## src/rtl/core/md5s_pkg.sv

```systemverilog
// MD5 stream hash package: payload structs, sequencer states, round constants
// and per-round index functions. No dependencies.
package md5s_pkg;

  typedef struct packed {
    logic       cmd;
    logic [7:0] data_byte;
  } md5s_in_t;

  typedef struct packed {
    logic [31:0] digest_word;
    logic        word_last;
  } md5s_out_t;

  typedef struct packed {
    logic [31:0] a;
    logic [31:0] b;
    logic [31:0] c;
    logic [31:0] d;
  } md5s_abcd_t;

  typedef enum logic [2:0] {
    ST_IDLE,
    ST_PAD,
    ST_LOAD,
    ST_ROUND,
    ST_ADD,
    ST_EMIT
  } md5s_state_t;

  localparam logic CMD_APPEND = 1'b0;
  localparam logic CMD_FINISH = 1'b1;

  localparam logic [7:0] PAD_BYTE = 8'h80;

  localparam logic [31:0] INIT_A = 32'h67452301;
  localparam logic [31:0] INIT_B = 32'hefcdab89;
  localparam logic [31:0] INIT_C = 32'h98badcfe;
  localparam logic [31:0] INIT_D = 32'h10325476;

  localparam logic [31:0] ROUND_K [64] = '{
    32'hd76aa478, 32'he8c7b756, 32'h242070db, 32'hc1bdceee,
    32'hf57c0faf, 32'h4787c62a, 32'ha8304613, 32'hfd469501,
    32'h698098d8, 32'h8b44f7af, 32'hffff5bb1, 32'h895cd7be,
    32'h6b901122, 32'hfd987193, 32'ha679438e, 32'h49b40821,
    32'hf61e2562, 32'hc040b340, 32'h265e5a51, 32'he9b6c7aa,
    32'hd62f105d, 32'h02441453, 32'hd8a1e681, 32'he7d3fbc8,
    32'h21e1cde6, 32'hc33707d6, 32'hf4d50d87, 32'h455a14ed,
    32'ha9e3e905, 32'hfcefa3f8, 32'h676f02d9, 32'h8d2a4c8a,
    32'hfffa3942, 32'h8771f681, 32'h6d9d6122, 32'hfde5380c,
    32'ha4beea44, 32'h4bdecfa9, 32'hf6bb4b60, 32'hbebfbc70,
    32'h289b7ec6, 32'heaa127fa, 32'hd4ef3085, 32'h04881d05,
    32'hd9d4d039, 32'he6db99e5, 32'h1fa27cf8, 32'hc4ac5665,
    32'hf4292244, 32'h432aff97, 32'hab9423a7, 32'hfc93a039,
    32'h655b59c3, 32'h8f0ccc92, 32'hffeff47d, 32'h85845dd1,
    32'h6fa87e4f, 32'hfe2ce6e0, 32'ha3014314, 32'h4e0811a1,
    32'hf7537e82, 32'hbd3af235, 32'h2ad7d2bb, 32'heb86d391
  };

  localparam logic [4:0] ROT_S [16] = '{
    5'd7, 5'd12, 5'd17, 5'd22, 5'd5, 5'd9, 5'd14, 5'd20,
    5'd4, 5'd11, 5'd16, 5'd23, 5'd6, 5'd10, 5'd15, 5'd21
  };

  // Message word index used by a round.
  function automatic logic [3:0] msg_index(input logic [5:0] rnd);
    logic [3:0] lo;
    logic [3:0] g;
    begin
      lo = rnd[3:0];
      case (rnd[5:4])
        2'd0:    g = lo;
        2'd1:    g = 4'(lo * 4'd5 + 4'd1);
        2'd2:    g = 4'(lo * 4'd3 + 4'd5);
        default: g = 4'(lo * 4'd7);
      endcase
      return g;
    end
  endfunction

  // Left rotate amount used by a round.
  function automatic logic [4:0] rot_amount(input logic [5:0] rnd);
    return ROT_S[{rnd[5:4], rnd[1:0]}];
  endfunction

endpackage

```

## src/rtl/core/md5s_round.sv

```systemverilog
// MD5 round unit: one compression round on the working words.
// Depends on md5s_pkg for the round constants and rotate amounts.
module md5s_round (
  input  md5s_pkg::md5s_abcd_t cur,
  input  logic [31:0]          w,
  input  logic [5:0]           rnd,
  output md5s_pkg::md5s_abcd_t nxt
);

  logic [31:0] f;
  logic [31:0] sum;
  logic [31:0] rot;
  logic [4:0]  s;

  always_comb begin
    case (rnd[5:4])
      2'd0:    f = (cur.b & cur.c) | (~cur.b & cur.d);
      2'd1:    f = (cur.b & cur.d) | (cur.c & ~cur.d);
      2'd2:    f = cur.b ^ cur.c ^ cur.d;
      default: f = cur.c ^ (cur.b | ~cur.d);
    endcase
  end

  assign s   = md5s_pkg::rot_amount(rnd);
  assign sum = cur.a + f + md5s_pkg::ROUND_K[rnd] + w;
  assign rot = (sum << s) | (sum >> (6'd32 - {1'b0, s}));

  assign nxt.a = cur.d;
  assign nxt.b = cur.b + rot;
  assign nxt.c = cur.b;
  assign nxt.d = cur.c;

endmodule

```

## src/rtl/core/md5_stream_hash_core.sv

```systemverilog
// MD5 stream hash top level: byte intake, block buffer, padding sequencer,
// 64-round compression loop and digest output. Uses md5s_pkg, md5s_round.
//
//  channel | payload            | handshake
//  msg     | cmd, data_byte     | msg_valid / msg_stall
//  dig     | digest_word, last  | dig_valid / dig_stall
//
// An append word writes its byte into the block buffer; the word that fills
// a 64-byte block adds load, 64 rounds on the shared round unit, chain add.
// A finish word runs padding at one byte per cycle (9 to 72 bytes), one or
// two compressions, then four digest words, one per accepted output cycle.
// msg_stall is high whenever the sequencer is not idle; dig holds while
// dig_stall is high. Reset (rst, synchronous) restores the initial chain.
module md5_stream_hash_core (
  input  logic                clk,
  input  logic                rst,
  input  logic                msg_valid,
  output logic                msg_stall,
  input  md5s_pkg::md5s_in_t  msg,
  output logic                dig_valid,
  input  logic                dig_stall,
  output md5s_pkg::md5s_out_t dig
);

  md5s_pkg::md5s_state_t state, state_next;
  md5s_pkg::md5s_abcd_t  work, round_out;

  logic [31:0] chain [4];
  logic [31:0] blk_mem [16];
  logic [31:0] rdata;
  logic [63:0] bit_length;
  logic [5:0]  pos;
  logic [5:0]  rnd;
  logic [1:0]  emit_idx;
  logic        finishing;
  logic        first_pad;
  logic        len_phase;

  logic        msg_take;
  logic        dig_take;
  logic        mem_we;
  logic [7:0]  wbyte;
  logic [3:0]  raddr;
  logic [7:0]  pad_val;

  assign msg_take = msg_valid && !msg_stall;
  assign dig_take = dig_valid && !dig_stall;

  always_comb begin
    if (first_pad) begin
      pad_val = md5s_pkg::PAD_BYTE;
    end else if (len_phase) begin
      pad_val = bit_length[{pos[2:0], 3'b000} +: 8];
    end else begin
      pad_val = 8'h00;
    end
  end

  always_comb begin
    state_next = state;
    case (state)
      md5s_pkg::ST_IDLE: begin
        if (msg_take) begin
          if (msg.cmd == md5s_pkg::CMD_FINISH) begin
            state_next = md5s_pkg::ST_PAD;
          end else if (pos == 6'd63) begin
            state_next = md5s_pkg::ST_LOAD;
          end
        end
      end
      md5s_pkg::ST_PAD: begin
        if (pos == 6'd63) begin
          state_next = md5s_pkg::ST_LOAD;
        end
      end
      md5s_pkg::ST_LOAD: state_next = md5s_pkg::ST_ROUND;
      md5s_pkg::ST_ROUND: begin
        if (rnd == 6'd63) begin
          state_next = md5s_pkg::ST_ADD;
        end
      end
      md5s_pkg::ST_ADD: begin
        if (!finishing) begin
          state_next = md5s_pkg::ST_IDLE;
        end else if (len_phase) begin
          state_next = md5s_pkg::ST_EMIT;
        end else begin
          state_next = md5s_pkg::ST_PAD;
        end
      end
      md5s_pkg::ST_EMIT: begin
        if (dig_take && emit_idx == 2'd3) begin
          state_next = md5s_pkg::ST_IDLE;
        end
      end
      default: state_next = md5s_pkg::ST_IDLE;
    endcase
  end

  always_comb begin
    msg_stall = 1'b1;
    dig_valid = 1'b0;
    mem_we    = 1'b0;
    wbyte     = pad_val;
    raddr     = md5s_pkg::msg_index(6'd0);
    case (state)
      md5s_pkg::ST_IDLE: begin
        msg_stall = 1'b0;
        mem_we    = msg_take && (msg.cmd == md5s_pkg::CMD_APPEND);
        wbyte     = msg.data_byte;
      end
      md5s_pkg::ST_PAD: mem_we = 1'b1;
      md5s_pkg::ST_ROUND: raddr = md5s_pkg::msg_index(rnd + 6'd1);
      md5s_pkg::ST_EMIT: dig_valid = 1'b1;
      default: begin
      end
    endcase
  end

  assign dig.digest_word = chain[emit_idx];
  assign dig.word_last   = (emit_idx == 2'd3);

  always_ff @(posedge clk) begin
    if (mem_we) begin
      blk_mem[pos[5:2]][{pos[1:0], 3'b000} +: 8] <= wbyte;
    end
  end

  always_ff @(posedge clk) begin
    rdata <= blk_mem[raddr];
  end

  md5s_round u_round (
    .cur (work),
    .w   (rdata),
    .rnd (rnd),
    .nxt (round_out)
  );

  always_ff @(posedge clk) begin
    case (state)
      md5s_pkg::ST_LOAD: begin
        work <= '{a: chain[0], b: chain[1], c: chain[2], d: chain[3]};
      end
      md5s_pkg::ST_ROUND: work <= round_out;
      default: begin
      end
    endcase
  end

  always_ff @(posedge clk) begin
    if (rst) begin
      state      <= md5s_pkg::ST_IDLE;
      chain[0]   <= md5s_pkg::INIT_A;
      chain[1]   <= md5s_pkg::INIT_B;
      chain[2]   <= md5s_pkg::INIT_C;
      chain[3]   <= md5s_pkg::INIT_D;
      bit_length <= '0;
      pos        <= '0;
      rnd        <= '0;
      emit_idx   <= '0;
      finishing  <= 1'b0;
      first_pad  <= 1'b0;
      len_phase  <= 1'b0;
    end else begin
      state <= state_next;
      case (state)
        md5s_pkg::ST_IDLE: begin
          if (msg_take) begin
            if (msg.cmd == md5s_pkg::CMD_FINISH) begin
              finishing <= 1'b1;
              first_pad <= 1'b1;
            end else begin
              pos        <= pos + 6'd1;
              bit_length <= bit_length + 64'd8;
            end
          end
        end
        md5s_pkg::ST_PAD: begin
          pos       <= pos + 6'd1;
          first_pad <= 1'b0;
          if (!len_phase && pos == 6'd55) begin
            len_phase <= 1'b1;
          end
        end
        md5s_pkg::ST_LOAD: rnd <= '0;
        md5s_pkg::ST_ROUND: rnd <= rnd + 6'd1;
        md5s_pkg::ST_ADD: begin
          chain[0] <= chain[0] + work.a;
          chain[1] <= chain[1] + work.b;
          chain[2] <= chain[2] + work.c;
          chain[3] <= chain[3] + work.d;
        end
        md5s_pkg::ST_EMIT: begin
          if (dig_take) begin
            emit_idx <= emit_idx + 2'd1;
            if (emit_idx == 2'd3) begin
              chain[0]   <= md5s_pkg::INIT_A;
              chain[1]   <= md5s_pkg::INIT_B;
              chain[2]   <= md5s_pkg::INIT_C;
              chain[3]   <= md5s_pkg::INIT_D;
              bit_length <= '0;
              pos        <= '0;
              finishing  <= 1'b0;
              len_phase  <= 1'b0;
            end
          end
        end
        default: begin
        end
      endcase
    end
  end

endmodule

```

## config.mk

```make
export PLATFORM = sky130hd
export DESIGN_NAME = md5_stream_hash_core
export DESIGN_NICKNAME = d
export VERILOG_FILES = /design/src/rtl/core/md5s_pkg.sv /design/src/rtl/core/md5s_round.sv /design/src/rtl/core/md5_stream_hash_core.sv
export SDC_FILE = /design/constraint.sdc
export NUM_CORES = 2
export LEC_CHECK = 0
export BUFFER_PORTS_ARGS = -buffer_cell sky130_fd_sc_hd__buf_4
export CORE_MARGIN = 3
export CORE_UTILIZATION = 55
export CTS_CLUSTER_SIZE = 30
export DETAILED_ROUTE_END_ITERATION = 10
export PLACE_DENSITY = 0.7
export SYNTH_ARGS = -nofsm -noshare
export SYNTH_HDL_FRONTEND = slang
export SYNTH_HIERARCHICAL = 1
export SYNTH_SLANG_ARGS = --single-unit
```

## constraint.sdc

```tcl
create_clock -name clk -period 11.3 [get_ports clk]
set_input_delay 0 -clock clk [delete_from_list [all_inputs] [get_ports clk]]
set_output_delay 0 -clock clk [all_outputs]
set_load 0.02 [all_outputs]
```

==> Yosys cells after proc, flatten, opt, wreduce, memory -nomap -nowiden <==
Memory sizes are Yosys's and may differ from the RTL's. A register that Yosys moved wholly into a read port is not among the register bits.
Index checks and enable logic that the tools add are counted.
{ "op_classes": {"n_mul": 3, "addsub": 16, "n_div": 0, "bitwise": 24, "eq_ne": 21, "order_cmp": 2, "reduce_logical": 22, "shift": 5, "muxes": 63} }
{ "ops": {"columns": ["op", "n"], "rows": [
  ["$mux 32", 11],
  ["$add 32x32->32", 8],
  ["$mux 64", 4],
  ["$pmux 128 s2", 1],
  ["$and 32x32->32", 4],
  ["$or 32x32->32", 4],
  ["$pmux 64 s2", 1],
  ["$pmux 32 s3", 1],
  ["$xor 32x32->32", 3],
  ["$add 64x4->64 const B", 1],
  ["$not 32->32", 2],
  ["$shiftx 64x7->8", 1],
  ["$shift 8x7->32 const A", 1],
  ["$shiftx 8x7->32", 1],
  ["$shl 32x5->32", 1],
  ["$shr 32x6->32", 1],
  ["$mux 6", 4],
  ["$mux 8", 3],
  ["$mux 3", 7],
  ["$eq 6x6->1 const B", 3],
  ["$mux 1", 18],
  ["$pmux 3 s6", 1],
  ["$pmux 6 s3", 1],
  ["$ne 2x2->1 const B", 8],
  ["35 further kinds", 66]
]} }
{ "word_totals": {"romBits": 2128, "latchBits": 0, "elab_cells": 172, "register_bits": 212, "memories": 4, "inputBits": 13, "output_inout_bits": 35, "ramBits": 640} }
{ "mem_list": {"columns": ["memory", "words", "width", "rd", "rd_ports_with_merged_regs", "wr", "line_no", "rtl"], "rows": [
  ["(name not given)", 64, 32, 1, 0, 0, "md5s_round.sv:25", "assign sum = cur.a + f + md5s_pkg::ROUND_K[rnd] + w;"],
  ["blk_mem", 16, 32, 1, 1, 1, "md5_stream_hash_core.sv:29", "logic [31:0] blk_mem [16];"],
  ["chain", 4, 32, 5, 1, 4, "md5_stream_hash_core.sv:28", "logic [31:0] chain [4];"],
  ["(name not given)", 16, 5, 1, 0, 0, "md5s_pkg.sv:83", "return ROT_S[{rnd[5:4], rnd[1:0]}];"]
]} }

==> Depth between registers and ports, before layout <==
{ "logic_depth": {"word_depth": 11, "mapped_depth": 42, "ltp_nobuf": 39} }

==> Cells and area by module <==
Netlist, hierarchy kept.
{ "by_module_without_submodules": {"columns": ["module", "n_inst", "seq_area_each_um2", "area_per_inst_um2", "cells_per_inst"], "rows": [
  ["md5_stream_hash_core", 1, 24723.7, 42104.1, 3803],
  ["md5s_round", 1, 0.0, 14498.9, 2185]
]} }

==> Worst setup path before layout <==
No wires, ideal clock.
{ "synth_timing": {"path_kind": "register to register", "startpoint": "register rnd[0]", "endpoint": "register work[94] (netlist bit), data pin", "n_path_buf": 3, "period_less_slack_ns": 9.034, "path_stages_with_launch": 43, "t_arrival_ns": 8.781, "setup_slack_ns": 2.266, "required_ns": 11.047, "cell_sequence": "dfxtp_1 clkbuf_1 inv_1 clkbuf_1 ha_1 inv_1 nor2_1 or2_2 nand2_1 o21ai_0 nor2_1 a311oi_1 a21oi_1 fa_1 inv_1 ha_1 buf_6 a31oi_1 [... 7 more ...] mux2i_1 a22o_1 o221ai_1 ha_1 fa_1 a21o_1 a21o_1 a2111oi_0 o21ai_0 o311ai_0 nand2_1 a41oi_1 a21o_1 o21ai_0 nand3_1 o211ai_1 nand2_1 nand2_1"} }
{ "synth_lines": {"columns": ["element", "line_no", "rtl"], "rows": [
  ["start, declared", "md5_stream_hash_core.sv:33", "logic [5:0] rnd;"],
  ["start signal, assigned", "md5_stream_hash_core.sv:187", "md5s_pkg::ST_ROUND: rnd <= rnd + 6'd1;"],
  ["end signal, assigned", "md5_stream_hash_core.sv:143", "work <= '{a: chain[0], b: chain[1], c: chain[2], d: chain[3]};"],
  ["end signal, assigned", "md5_stream_hash_core.sv:145", "md5s_pkg::ST_ROUND: work <= round_out;"],
  ["end, declared", "md5_stream_hash_core.sv:26", "md5s_pkg::md5s_abcd_t work, round_out;"]
]} }

==> metrics <==
status=finished with violations; failing checks=DRC; residual DRC count=2; worst slack, placed=roughly 1.1 ns; CP Data Arrival Time=around 11 ns; boundary pin count=48; Layout Skew=approximately 0.023 ns; number of synthesized flops with an enable pin=~700; Pwr Total=around 0.0075 W; first-pass iteration count of the detailed router=9; part of the cycle the worst path needs=0.928; drt wl/cell=~25 microns; hold_ws=approximately 0.29 ns; top cells by area, synth=edfxtp_1 (37%), nand2_1 (7.1%), dfxtp_1 (6.3%); critical path's largest stage delay=~0.76 ns; Critical Path RT=11.85 ns; Area growth syn-to-layout=6.93%; core area=~0.10 sq mm; PD cells=124 mW/mm^2; clk_lat worst skew=0.69 ns; largest net degree at the start of global routing=about 200; Core Util, Final=0.594; # Max-Cap Violations=0; H-tree levels=3; drt via density=about 6.5; CTS tree=built; share of cells above drive strength 1=0.0808; cells after synthesis=5,988; min Tclk post-route=roughly 10 ns; vias in the first global route=43,776; Clock transition at path regs=roughly 0.060 ns; total setup buffers inserted after CTS=0; Final Hold Viols=0; Peak supply drop=0.000159 V; global-route wire length before repair=~270 mm; Synth top area share=0.373; die width=around 330 microns; setup TNS=0 ns; most common cell after layout, fill and taps aside=nand2_1; Initial Utilization=0.556; Routed Antenna Nets=0; clk buf depth=3; CP max FO=14; path category of the worst min-delay check=input port to flop; setup violators final=0; asr flop ratio synth=0; # nets final=6,056; Avg Inst Size Synth=between 9 and 10 sq um; critical path class=flop to flop; gr ovfl total=0; library cells used by synthesis=109; post-synthesis sequential area ratio=0.437; relative slew slack=0.132; GPL Wtd Cong=approximately 1.0; Crit-path slowest cell=nor2_1; port bufs=47; Final Max Tran Viols=0; clock sinks=roughly 880; Starting DRT DRC Count=between 6,000 and 7,000; clock root buffer=clkbuf_16; startpoint types=flop; Total GRT Usage=0.325; Worst setup EP type=flop; synthesized area=between 0.05 and 0.06 sq mm; chip height=about 330 microns; vias=roughly 47,000; worst setup margin=0.814 ns; most frequent cells in the layout=nand2_1 (1,072), edfxtp_1 (704), nor2_1 (441), a21oi_1 (412), o21ai_0 (284); Pleak=22.4 nW; unrepaired setup endpoints after global routing=no; die area=around 0.11 sq mm; Yosys reg bits=a little under 900; Site Rows=117; initial antenna violation count=2; YS warnings=6; HPWL after detailed placement=125 mm; Slew @ Worst Pin=~1.3 ns; Synth Flop Type=edfxtp_1; Synthesized Nets=roughly 6,300; Fmax=95.4 MHz; leading area contributor after synthesis=edfxtp_1; final wirelength=around 180 mm; post-cts repair resize count=0; CTS Buf Count=95
## power by group
part	total, W	switching (W)	internal [W]
Combinational	0.000712	0.000468	0.000244
Clock	0.00328	0.00131	0.00197
Sequential	0.00354	0.0000183	0.00352
## logic make-up after synthesis
logic type               share of synthesized area
AND/OR/NAND/NOR                              0.170
AO/OA/AOI/OAI                                0.186
flip-flops                                   0.437
buffers and inverters                       0.0526
adder cells (fa/ha/maj)                     0.0717
XOR/XNOR                                    0.0398
multiplexers                                0.0437
## final timing paths
| kind | from | end | slack (ns) | cells past startpoint |
|---|---|---|---|---|
| hold reg to reg | chain[0][10] | chain[0][10] | 0.50 | 2 |
| setup reg to reg | rnd[1] | work[95] | 0.81 | 37 |
| setup / recovery | rnd[1] | work[95] | 0.81 | 37 |
| hold / removal | rst | rnd[4] | 0.29 | 3 |
## stage by stage
stage	std cells	instance area [sq um]
floorplan	5988	56600
global placement	7023	57200
detailed placement	7023	57200
CTS	7207	60500
global route	7207	60500
finish	7208	60500
## synth_stat cells, types with 19 or more instances
cell	n
o211ai_1	116
buf_1	36
buf_4	100
dfxtp_1	179
nand2_1	1073
nor2_1	446
a311oi_1	77
and3_1	40
inv_1	184
o21a_1	27
o221ai_1	19
xor2_1	114
a21oi_1	412
nand4_1	29
a211oi_1	221
o21ai_0	285
a211o_1	19
buf_2	47
nand2b_1	28
a31oi_1	123
ha_1	217
mux4_2	67
or3_1	33
and2_1	153
clkbuf_1	254
o21bai_1	19
nor3_1	67
fa_1	67
edfxtp_1	704
mux2i_1	73
or2_2	46
a21o_1	94
xnor2_1	134
nand3_1	146
nor2b_1	27
## final cells by class
| class | instances | area (sq um) |
|---|---|---|
| flip-flops and latches | 883 | 24700 |
| clock buffers | 144 | 2770 |
| clock inverters | 33 | 529 |
| fillers | 8662 | 41400 |
| multi-input cells | 4461 | 29000 |
| inverters | 193 | 731 |
| diodes | 1 | 2.50 |
| repair buffers | 125 | 1030 |
| well taps | 1368 | 1710 |
## worst max-delay path, delay by kind of cell (launching register included)
family | cells | cell delay (ns)
fa+ha+maj | 5 | 1.74
buf+inv | 3 | 0.49
xor+xnor | 1 | 0.42
simple gates | 8 | 1.43
compound gates | 20 | 5.92
flops | 1 | 0.31
## registers in the layout, indices dropped and copies added (netlist names), named ones only
name        count
blk_mem       512
pos             6
state           3
work          128
first_pad       1
chain         128
emit_idx        2
finishing       1
len_phase       1
rdata          32
bit_length     61
rnd             6
## metal layers
layer / routed length, microns / track usage / vias to the layer above
li1: - / - / 21332
met1: 72100 / 0.438 / 22633
met2: 81100 / 0.512 / 2321
met3: 15800 / 0.0614 / 469
met4: 9220 / 0.146 / 0
met5: 0 / 0 / -
## what timing repair did
item,4_1_cts,5_1_grt
setup endpoints to repair,0,0
endpoints found under the hold margin,18,0
hold buffers,7,0
Note: power is estimated with default switching activity, not from simulation.
